==> src/rtl/ipv4p_pkg.sv <==
// ipv4p_pkg: shared types for the ipv4 dotted address parser
package ipv4p_pkg;

  // one character beat as held in the input stage
  typedef struct packed {
    logic [7:0] char_in;
    logic       is_last;
  } char_beat_t;

  // one result beat as held in the output stage
  typedef struct packed {
    logic        ok;
    logic [31:0] address;
  } res_beat_t;

  // parser phase, one-hot
  typedef enum logic [4:0] {
    PH_START  = 5'b00001,
    PH_ZERO   = 5'b00010,
    PH_DIGITS = 5'b00100,
    PH_DONE   = 5'b01000,
    PH_ERROR  = 5'b10000
  } phase_t;

  // radix of the current part
  typedef enum logic [1:0] {
    RX_DEC = 2'd0,
    RX_OCT = 2'd1,
    RX_HEX = 2'd2
  } radix_t;

endpackage

==> src/rtl/ipv4p_char_if.sv <==
// ipv4p_char_if: character channel with valid/ready handshake
interface ipv4p_char_if;
  logic       valid;
  logic       ready;
  logic [7:0] char_in;
  logic       is_last;

  modport source (output valid, output char_in, output is_last, input ready);
  modport sink   (input valid, input char_in, input is_last, output ready);
endinterface

// ipv4p_res_if: result channel with valid/ready handshake
interface ipv4p_res_if;
  logic        valid;
  logic        ready;
  logic        ok;
  logic [31:0] address;

  modport source (output valid, output ok, output address, input ready);
  modport sink   (input valid, input ok, input address, output ready);
endinterface

==> src/rtl/ipv4p_in_stage.sv <==
// ipv4p_in_stage: input register that holds one character beat
module ipv4p_in_stage (
  input  logic                 clk,
  input  logic                 rst,
  ipv4p_char_if.sink           chars,
  input  logic                 take,
  output logic                 item_valid,
  output ipv4p_pkg::char_beat_t item
);

  logic                  valid_q;
  ipv4p_pkg::char_beat_t data_q;

  // room when empty or when the held beat leaves this cycle
  assign chars.ready = !rst && (!valid_q || take);

  // valid flag
  always_ff @(posedge clk) begin
    if (rst) begin
      valid_q <= 1'b0;
    end else if (chars.ready) begin
      valid_q <= chars.valid;
    end
  end

  // payload, loaded on each accepted beat
  always_ff @(posedge clk) begin
    if (chars.valid && chars.ready) begin
      data_q.char_in <= chars.char_in;
      data_q.is_last <= chars.is_last;
    end
  end

  assign item_valid = valid_q;
  assign item       = data_q;

endmodule

==> src/rtl/ipv4p_parse.sv <==
// ipv4p_parse: per-character parser state and its registered update
module ipv4p_parse (
  input  logic                  clk,
  input  logic                  rst,
  input  logic                  item_valid,
  input  ipv4p_pkg::char_beat_t item,
  input  logic                  out_free,
  output logic                  take,
  output logic                  res_valid,
  output ipv4p_pkg::res_beat_t  res
);

  localparam logic [7:0] ASC_0   = 8'h30;
  localparam logic [7:0] ASC_1   = 8'h31;
  localparam logic [7:0] ASC_7   = 8'h37;
  localparam logic [7:0] ASC_9   = 8'h39;
  localparam logic [7:0] ASC_LA  = 8'h61;
  localparam logic [7:0] ASC_LF  = 8'h66;
  localparam logic [7:0] ASC_UA  = 8'h41;
  localparam logic [7:0] ASC_UF  = 8'h46;
  localparam logic [7:0] ASC_LX  = 8'h78;
  localparam logic [7:0] ASC_UX  = 8'h58;
  localparam logic [7:0] ASC_DOT = 8'h2e;
  localparam logic [7:0] ASC_SP  = 8'h20;
  localparam logic [7:0] ASC_NUL = 8'h00;
  localparam logic [7:0] ASC_TAB = 8'h09;
  localparam logic [7:0] ASC_CR  = 8'h0d;
  localparam logic [7:0] LOWER_OFS = 8'h57;
  localparam logic [7:0] UPPER_OFS = 8'h37;
  localparam logic [4:0] NO_DIGIT  = 5'd16;

  typedef struct packed {
    ipv4p_pkg::phase_t phase;
    ipv4p_pkg::radix_t radix;
    logic [31:0]       part_value;
    logic              saw_digit;
    logic [1:0]        part_count;
    logic [23:0]       leading_bytes;
  } pstate_t;

  typedef struct packed {
    logic        ok;
    logic [31:0] addr;
  } fin_t;

  // digit value in the given radix, NO_DIGIT when not a digit
  function automatic logic [4:0] digit_of(input logic [7:0] c, input ipv4p_pkg::radix_t rx);
    logic [4:0] d;
    d = NO_DIGIT;
    if (c >= ASC_0 && c <= ASC_9) begin
      d = {1'b0, c[3:0]};
    end else if (c >= ASC_LA && c <= ASC_LF) begin
      d = 5'(c - LOWER_OFS);
    end else if (c >= ASC_UA && c <= ASC_UF) begin
      d = 5'(c - UPPER_OFS);
    end
    if (rx == ipv4p_pkg::RX_OCT && d > 5'(ASC_7 - ASC_0)) begin
      d = NO_DIGIT;
    end
    if (rx == ipv4p_pkg::RX_DEC && d > 5'(ASC_9 - ASC_0)) begin
      d = NO_DIGIT;
    end
    return d;
  endfunction

  // nul or ascii whitespace
  function automatic logic is_term(input logic [7:0] c);
    return c == ASC_NUL || c == ASC_SP || (c >= ASC_TAB && c <= ASC_CR);
  endfunction

  // close the final part: range check against remaining bytes, then pack
  function automatic fin_t finish(input pstate_t s);
    fin_t f;
    logic fits;
    fits = 1'b1;
    f.addr = s.part_value;
    unique case (s.part_count)
      2'd0: begin
        fits = 1'b1;
      end
      2'd1: begin
        fits   = s.part_value[31:24] == 8'h00;
        f.addr = s.part_value | {s.leading_bytes[7:0], 24'h000000};
      end
      2'd2: begin
        fits   = s.part_value[31:16] == 16'h0000;
        f.addr = s.part_value | {s.leading_bytes[15:0], 16'h0000};
      end
      2'd3: begin
        fits   = s.part_value[31:8] == 24'h000000;
        f.addr = s.part_value | {s.leading_bytes, 8'h00};
      end
      default: begin
        fits = 1'b0;
      end
    endcase
    f.ok = s.saw_digit && fits;
    return f;
  endfunction

  localparam pstate_t RESET_STATE = '{
    phase:         ipv4p_pkg::PH_START,
    radix:         ipv4p_pkg::RX_DEC,
    part_value:    32'h0,
    saw_digit:     1'b0,
    part_count:    2'd0,
    leading_bytes: 24'h0
  };

  pstate_t     st;
  pstate_t     st_step;
  pstate_t     st_next;
  logic [7:0]  c;
  logic [4:0]  d;
  logic [35:0] acc;
  fin_t        fin_term;
  fin_t        fin_last;
  logic        digit_path;

  assign c = item.char_in;
  assign take      = item_valid && (!item.is_last || out_free);
  assign res_valid = take && item.is_last;

  // digit value and shift-add for the current radix
  always_comb begin
    d = digit_of(c, st.radix);
    unique case (st.radix)
      ipv4p_pkg::RX_DEC: acc = ({4'h0, st.part_value} << 3) + ({4'h0, st.part_value} << 1)
                               + {31'h0, d};
      ipv4p_pkg::RX_OCT: acc = ({4'h0, st.part_value} << 3) + {31'h0, d};
      ipv4p_pkg::RX_HEX: acc = ({4'h0, st.part_value} << 4) + {31'h0, d};
      default:           acc = {4'h0, st.part_value};
    endcase
  end

  assign fin_term = finish(st);

  // character step
  always_comb begin
    st_step    = st;
    digit_path = 1'b0;
    unique case (st.phase)
      ipv4p_pkg::PH_START: begin
        if (c == ASC_0) begin
          st_step.radix      = ipv4p_pkg::RX_OCT;
          st_step.part_value = 32'h0;
          st_step.saw_digit  = 1'b1;
          st_step.phase      = ipv4p_pkg::PH_ZERO;
        end else if (c >= ASC_1 && c <= ASC_9) begin
          st_step.radix      = ipv4p_pkg::RX_DEC;
          st_step.part_value = {28'h0, c[3:0]};
          st_step.saw_digit  = 1'b1;
          st_step.phase      = ipv4p_pkg::PH_DIGITS;
        end else begin
          st_step.phase = ipv4p_pkg::PH_ERROR;
        end
      end
      ipv4p_pkg::PH_ZERO: begin
        if (c == ASC_LX || c == ASC_UX) begin
          st_step.radix     = ipv4p_pkg::RX_HEX;
          st_step.saw_digit = 1'b0;
          st_step.phase     = ipv4p_pkg::PH_DIGITS;
        end else begin
          digit_path = 1'b1;
        end
      end
      ipv4p_pkg::PH_DIGITS: begin
        digit_path = 1'b1;
      end
      ipv4p_pkg::PH_DONE, ipv4p_pkg::PH_ERROR: begin
        st_step = st;
      end
      default: begin
        st_step.phase = ipv4p_pkg::PH_ERROR;
      end
    endcase

    if (digit_path) begin
      priority if (d != NO_DIGIT) begin
        if (acc[35:32] != 4'h0) begin
          st_step.phase = ipv4p_pkg::PH_ERROR;
        end else begin
          st_step.part_value = acc[31:0];
          st_step.saw_digit  = 1'b1;
          st_step.phase      = ipv4p_pkg::PH_DIGITS;
        end
      end else if (c == ASC_DOT) begin
        if (st.part_count == 2'd3 || st.part_value[31:8] != 24'h0) begin
          st_step.phase = ipv4p_pkg::PH_ERROR;
        end else begin
          st_step.leading_bytes = {st.leading_bytes[15:0], st.part_value[7:0]};
          st_step.part_count    = st.part_count + 2'd1;
          st_step.part_value    = 32'h0;
          st_step.saw_digit     = 1'b0;
          st_step.radix         = ipv4p_pkg::RX_DEC;
          st_step.phase         = ipv4p_pkg::PH_START;
        end
      end else if (is_term(c)) begin
        if (fin_term.ok) begin
          st_step.part_value = fin_term.addr;
          st_step.phase      = ipv4p_pkg::PH_DONE;
        end else begin
          st_step.phase = ipv4p_pkg::PH_ERROR;
        end
      end else begin
        st_step.phase = ipv4p_pkg::PH_ERROR;
      end
    end
  end

  assign fin_last = finish(st_step);

  // result on the last beat of a string
  always_comb begin
    res.ok      = 1'b0;
    res.address = 32'h0;
    unique case (st_step.phase)
      ipv4p_pkg::PH_ZERO, ipv4p_pkg::PH_DIGITS: begin
        res.ok      = fin_last.ok;
        res.address = fin_last.ok ? fin_last.addr : 32'h0;
      end
      ipv4p_pkg::PH_DONE: begin
        res.ok      = 1'b1;
        res.address = st_step.part_value;
      end
      ipv4p_pkg::PH_START, ipv4p_pkg::PH_ERROR: begin
        res.ok      = 1'b0;
        res.address = 32'h0;
      end
      default: begin
        res.ok      = 1'b0;
        res.address = 32'h0;
      end
    endcase
  end

  // state returns to its reset value after each string
  assign st_next = item.is_last ? RESET_STATE : st_step;

  always_ff @(posedge clk) begin
    if (rst) begin
      st <= RESET_STATE;
    end else if (take) begin
      st <= st_next;
    end
  end

endmodule

==> src/rtl/ipv4p_out_stage.sv <==
// ipv4p_out_stage: result register driving the result channel
module ipv4p_out_stage (
  input  logic                 clk,
  input  logic                 rst,
  input  logic                 load,
  input  ipv4p_pkg::res_beat_t res_d,
  output logic                 free,
  ipv4p_res_if.source          result
);

  logic                 valid_q;
  ipv4p_pkg::res_beat_t data_q;

  // free when empty or when the held beat is taken this cycle
  assign free = !valid_q || result.ready;

  // valid flag
  always_ff @(posedge clk) begin
    if (rst) begin
      valid_q <= 1'b0;
    end else if (load) begin
      valid_q <= 1'b1;
    end else if (result.ready) begin
      valid_q <= 1'b0;
    end
  end

  // payload
  always_ff @(posedge clk) begin
    if (load) begin
      data_q <= res_d;
    end
  end

  assign result.valid   = valid_q;
  assign result.ok      = data_q.ok;
  assign result.address = data_q.address;

endmodule

==> src/rtl/ipv4_dotted_address_parser_core.sv <==
// ipv4_dotted_address_parser_core: top level of the streaming ipv4 address parser
//
//   channel  dir  payload                     beat
//   chars    in   char_in[7:0], is_last       one character of the string
//   result   out  ok, address[31:0]           one per string, on is_last
//
// one character per cycle sustained, but the output register stalls last-character
// beats while full; other beats keep flowing while a result waits. a beat is held
// in the input register, and the parser state and result register are updated
// when the parser takes it. reset (rst, synchronous) clears the valid flags and
// the parser state; the payload registers are not reset.
module ipv4_dotted_address_parser_core (
  input  logic        clk,
  input  logic        rst,
  ipv4p_char_if.sink  chars,
  ipv4p_res_if.source result
);

  logic                  item_valid;
  ipv4p_pkg::char_beat_t item;
  logic                  take;
  logic                  out_free;
  logic                  res_valid;
  ipv4p_pkg::res_beat_t  res;

  ipv4p_in_stage u_in (
    .clk        (clk),
    .rst        (rst),
    .chars      (chars),
    .take       (take),
    .item_valid (item_valid),
    .item       (item)
  );

  ipv4p_parse u_parse (
    .clk        (clk),
    .rst        (rst),
    .item_valid (item_valid),
    .item       (item),
    .out_free   (out_free),
    .take       (take),
    .res_valid  (res_valid),
    .res        (res)
  );

  ipv4p_out_stage u_out (
    .clk    (clk),
    .rst    (rst),
    .load   (res_valid),
    .res_d  (res),
    .free   (out_free),
    .result (result)
  );

endmodule

==> src/flat_wrapper.sv <==
// flat-port wrapper written by rule: the top's interface ports become plain ports
module ipv4_dotted_address_parser_core_flat 
  (clk, rst, chars_valid, chars_char_in, chars_is_last, chars_ready, result_valid, result_ok, result_address, result_ready);
  ipv4p_char_if chars_i ();
  ipv4p_res_if result_i ();
  input  logic clk;
  input  logic rst;
  input wire logic [$bits(chars_i.valid)-1:0] chars_valid;
  input wire logic [$bits(chars_i.char_in)-1:0] chars_char_in;
  input wire logic [$bits(chars_i.is_last)-1:0] chars_is_last;
  output wire logic [$bits(chars_i.ready)-1:0] chars_ready;
  output wire logic [$bits(result_i.valid)-1:0] result_valid;
  output wire logic [$bits(result_i.ok)-1:0] result_ok;
  output wire logic [$bits(result_i.address)-1:0] result_address;
  input wire logic [$bits(result_i.ready)-1:0] result_ready;
  assign chars_i.valid = chars_valid;
  assign chars_i.char_in = chars_char_in;
  assign chars_i.is_last = chars_is_last;
  assign chars_ready = chars_i.ready;
  assign result_valid = result_i.valid;
  assign result_ok = result_i.ok;
  assign result_address = result_i.address;
  assign result_i.ready = result_ready;
  ipv4_dotted_address_parser_core u_core (.clk(clk), .rst(rst), .chars(chars_i), .result(result_i));
endmodule
==> config.mk <==
export PLATFORM = sky130hd
export DESIGN_NAME = ipv4_dotted_address_parser_core_flat
export DESIGN_NICKNAME = d
export VERILOG_FILES = /design/src/rtl/ipv4p_pkg.sv /design/src/rtl/ipv4p_char_if.sv /design/src/rtl/ipv4p_in_stage.sv /design/src/rtl/ipv4p_parse.sv /design/src/rtl/ipv4p_out_stage.sv /design/src/rtl/ipv4_dotted_address_parser_core.sv /design/src/flat_wrapper.sv
export SDC_FILE = /design/constraint.sdc
export NUM_CORES = 1
export LEC_CHECK = 0
export ABC_AREA = 1
export BUFFER_PORTS_ARGS = -buffer_cell sky130_fd_sc_hd__buf_2
export CORE_ASPECT_RATIO = 1.75
export CORE_MARGIN = 10
export CORE_UTILIZATION = 40
export CTS_CLUSTER_SIZE = 20
export DETAILED_ROUTE_END_ITERATION = 6
export GPL_TIMING_DRIVEN = 0
export PLACE_DENSITY = 0.55
export SLEW_MARGIN = 20
export SYNTH_ARGS = -nofsm -noshare
export SYNTH_HDL_FRONTEND = slang
export SYNTH_SLANG_ARGS = --single-unit
export TNS_END_PERCENT = 1
==> constraint.sdc <==
create_clock -name clk -period 15.4 [get_ports clk]
set_input_delay 2.31 -clock clk [delete_from_list [all_inputs] [get_ports clk]]
set_output_delay 2.31 -clock clk [all_outputs]
set_load 0.05 [all_outputs]
==> results.yml <==
status:
  status: "completed"
global_route:
  grt_pass1_vias: 14200
  grt_usage: 0.296
  grt_antenna_before_repair: 0
  grt_max_degree: 36
  grt_first_pass_wirelength_um: 88400
  overflow: 0
hold_path:
  hold_path.class: "reg -> reg"
  hold_depth: 2
  hp-start: "u_core.u_parse.st[22]"
finish:
  n_antenna_cell: 0
  fill_cells: 3490
  utilization: 0.439
  syn2layout_area_growth_pct: 8.22
  drive_gt1_frac: 0.0846
  fin_nets: 2213
logic_synthesis:
  netlist_area_sq_mm: 0.0125
  syn_nets: 2156
  synthAdderAreaFrac: 0.0798
  synth_compound_area_frac: 0.243
  yosys.area_share.simple: 0.354
  ys_warn_count: 0
  synth.distinct_cells: 59
  synth_cells: 2065
  synth_edf_count: 42
  synthXorXnorAreaFrac: 0.00700
  syn_area_per_cell_sq_um: 6.06
  ys_seq_area_frac: 0.209
  muxShareOfSynthArea: 0
  ys_ff_latch: 110
  synth_flop_cell: "dfxtp_1"
  synth_async_sr_flop_share: 0
  synth_top_family_by_area: "simple AND/OR/NAND/NOR gates"
routing:
  met2_length_um: 30400
  first_pass_iters: 5
  dr.first_iter.drc_count: 1086
  top_layer_used: "met4"
  wire_per_inst_um: 23.7
  drt-met1-wl_um: 21300
  num_vias: 14800
  antenna_left: 0
  via_per_inst: 5.89
  drc: 0
  route.met3.wl_um: 2690
  wirelength_um: 59700
worst_setup_path:
  critPathCaptureType: "flop"
  ff2ff_path_depth: 41
  crit_path_frequent_cell: "nand2_1"
  critPathLaunchType: "flop"
  slowest_delay_ns: 0.74
  crit_type: "reg -> reg"
  slowest_stage: "o21ai_0"
  critPathLaunch: "u_core.u_in.item[1]"
  worstPathArrival_ns: 8.02
  reg2reg_from: "u_core.u_in.item[1]"
  required_ns: 15.64
  path_max_fanout: 10
clocking:
  hold_buffers: 0
  numCtsBuffers: 9
  cts_buffer_depth: 2
  cts_resized: 0
  cts.sinks: 110
  cts_root_buf: "clkbuf_16"
  path_clk_slew_ns: 0.09
  clk_latency_ns: 0.38
  cts_tree: "done"
  post_cts_buffers: 0
  htree_levels: 3
die:
  die_area_sq_mm: 0.0391
  pin_count: 48
  die_h_um: 254
  core_sq_mm: 0.0308
  rows: 85
  die_x_um: 154
  initial_utilization: 0.406
timing:
  hold_viol: 0
  setup_violations: 0
  drv_slew: 0
  clock.fmax_ghz: 0.129
  max-slew-margin-rel: 0.301
  rsz0062_at_grt: "false"
  totalNegativeSetupSlack_ns: 0
  fin_crit_ns: 7.77
  tightest_slew_ns: 1.05
  finalCritPeriodShare: 0.505
  clock_skew_ns: 0.0128
power:
  peakVddDrop_mv: 0.0564
  powerDensity_mw_per_mm2: 43.3
  p_leak_nw: 5.73
place:
  io_buffer_count: 46
  gp_congestion: 0.979
  dp_hpwl_um: 49300
flow_run:
  max_cap_viol_count: 0
flip-flops by register name, indices dropped and copies added, names as in the netlist:
signal and cells:
u_core.u_out.result.address 32, u_core.u_in.item 9, u_core.u_out.result.valid 1, u_core.u_out.result.ok 1
u_core.u_in.item_valid 1, u_core.u_parse.st 66
cells in the final DEF, fill, tap and decap left out, types with 5 or more instances in the layout:
cell type	n
a21boi_0	5
a21o_1	7
a21oi_1	196
a21oi_2	15
a221oi_1	8
a31oi_1	38
buf_1	11
buf_2	59
clkbuf_1	66
clkbuf_16	9
dfxtp_1	68
edfxtp_1	42
ha_1	75
inv_1	225
inv_2	14
nand2_1	541
nand2_2	14
nand3_1	149
nand3_2	5
nand3b_1	8
nand4_1	42
nor2_1	164
nor2_2	9
nor2_4	5
nor3_1	18
nor3_2	6
nor4_1	15
o2111ai_1	7
o211ai_1	22
o21ai_0	172
o21ai_1	8
o221ai_1	7
o22ai_1	12
o22ai_2	6
o31ai_1	5
or2_2	12
xor2_1	8
area by class of cell:
type,count,area (sq um),share of cell area
Timing Repair Buffer,46,230,0.0170
Multi-Input combinational cell,1615,8570,0.633
Clock buffer,9,225,0.0166
Sequential cell,110,2620,0.194
Inverter,243,912,0.0673
Tap cell,391,489,0.0361
Buffer,97,422,0.0311
Clock inverter,7,75.1,0.00554
cells by family (layout without fill, tap and decap cells):
logic type | count (synthesis) | in the layout
compound gates | 526 | 526
xor+xnor | 10 | 10
fa+ha+maj | 78 | 78
buf+inv | 340 | 402
flops | 110 | 110
simple gates | 1001 | 1001
cell usage after synthesis, types with 6 or more instances:
cell | count | share of area
nand2_1 | 541 | 0.16
inv_1 | 226 | 0.068
a21oi_1 | 196 | 0.078
o21ai_0 | 172 | 0.069
nor2_1 | 165 | 0.049
nand3_1 | 149 | 0.060
ha_1 | 75 | 0.075
dfxtp_1 | 68 | 0.11
clkbuf_1 | 66 | 0.020
edfxtp_1 | 42 | 0.10
nand4_1 | 42 | 0.021
a31oi_1 | 38 | 0.019
o211ai_1 | 22 | 0.013
nor3_1 | 18 | 0.0072
nor4_1 | 16 | 0.0080
a21oi_2 | 15 | 0.010
nand2_2 | 14 | 0.0070
buf_2 | 13 | 0.0052
inv_2 | 13 | 0.0039
o22ai_1 | 12 | 0.0060
or2_2 | 12 | 0.0060
buf_1 | 11 | 0.0033
a221oi_1 | 8 | 0.0056
nand3b_1 | 8 | 0.0048
nor2_2 | 8 | 0.0040
o21ai_1 | 8 | 0.0032
xor2_1 | 8 | 0.0056
a21o_1 | 7 | 0.0042
o2111ai_1 | 7 | 0.0049
o221ai_1 | 7 | 0.0049
nor3_2 | 6 | 0.0048
o22ai_2 | 6 | 0.0060
worst max-delay path: cells and delay by family (launching register included):
kind / cells / cell delay, ns
adders and majority gates: 4 / 1.31
DFF: 1 / 0.46
AOI/OAI and AO/OA: 8 / 2.68
and+or+nand+nor: 22 / 2.22
buffers and inverters: 7 / 0.93
power breakdown:
group / internal, mW / total (mW) / switching [mW]
Clock: 0.115 / 0.247 / 0.132
Combinational: 0.00691 / 0.0346 / 0.0277
Sequential: 0.303 / 0.305 / 0.00187
path summary, 6_finish.rpt:
| path | end | slack [ns] |
|---|---|---|
| max | u_core.u_out.result.address[19] | 7.63 |
| min | u_core.u_parse.st[22] | 0.49 |
| max reg2reg | u_core.u_out.result.address[19] | 7.63 |
| min reg2reg | u_core.u_parse.st[22] | 0.49 |
metrics by stage:
stage	power (mW)	setup slack [ns]	std cells	area [sq um]	hold WS [ns]
floorplan	0.333	9.94	2065	12500	0.455
global placement	0.346	7.71	2502	13200	0.465
detailed placement	0.346	7.75	2502	13200	0.471
CTS	0.590	7.69	2518	13500	0.484
global route	0.602	7.13	2518	13500	0.514
finish	0.587	7.63	2518	13500	0.487
metal layers:
metal / GRT usage / vias to the layer above
met1: 0.302 / 6885
met5: 0 / -
met4: 0.237 / 0
li1: - / 7133
met2: 0.536 / 620
met3: 0.0308 / 182
(Power assumes the default switching activity.)
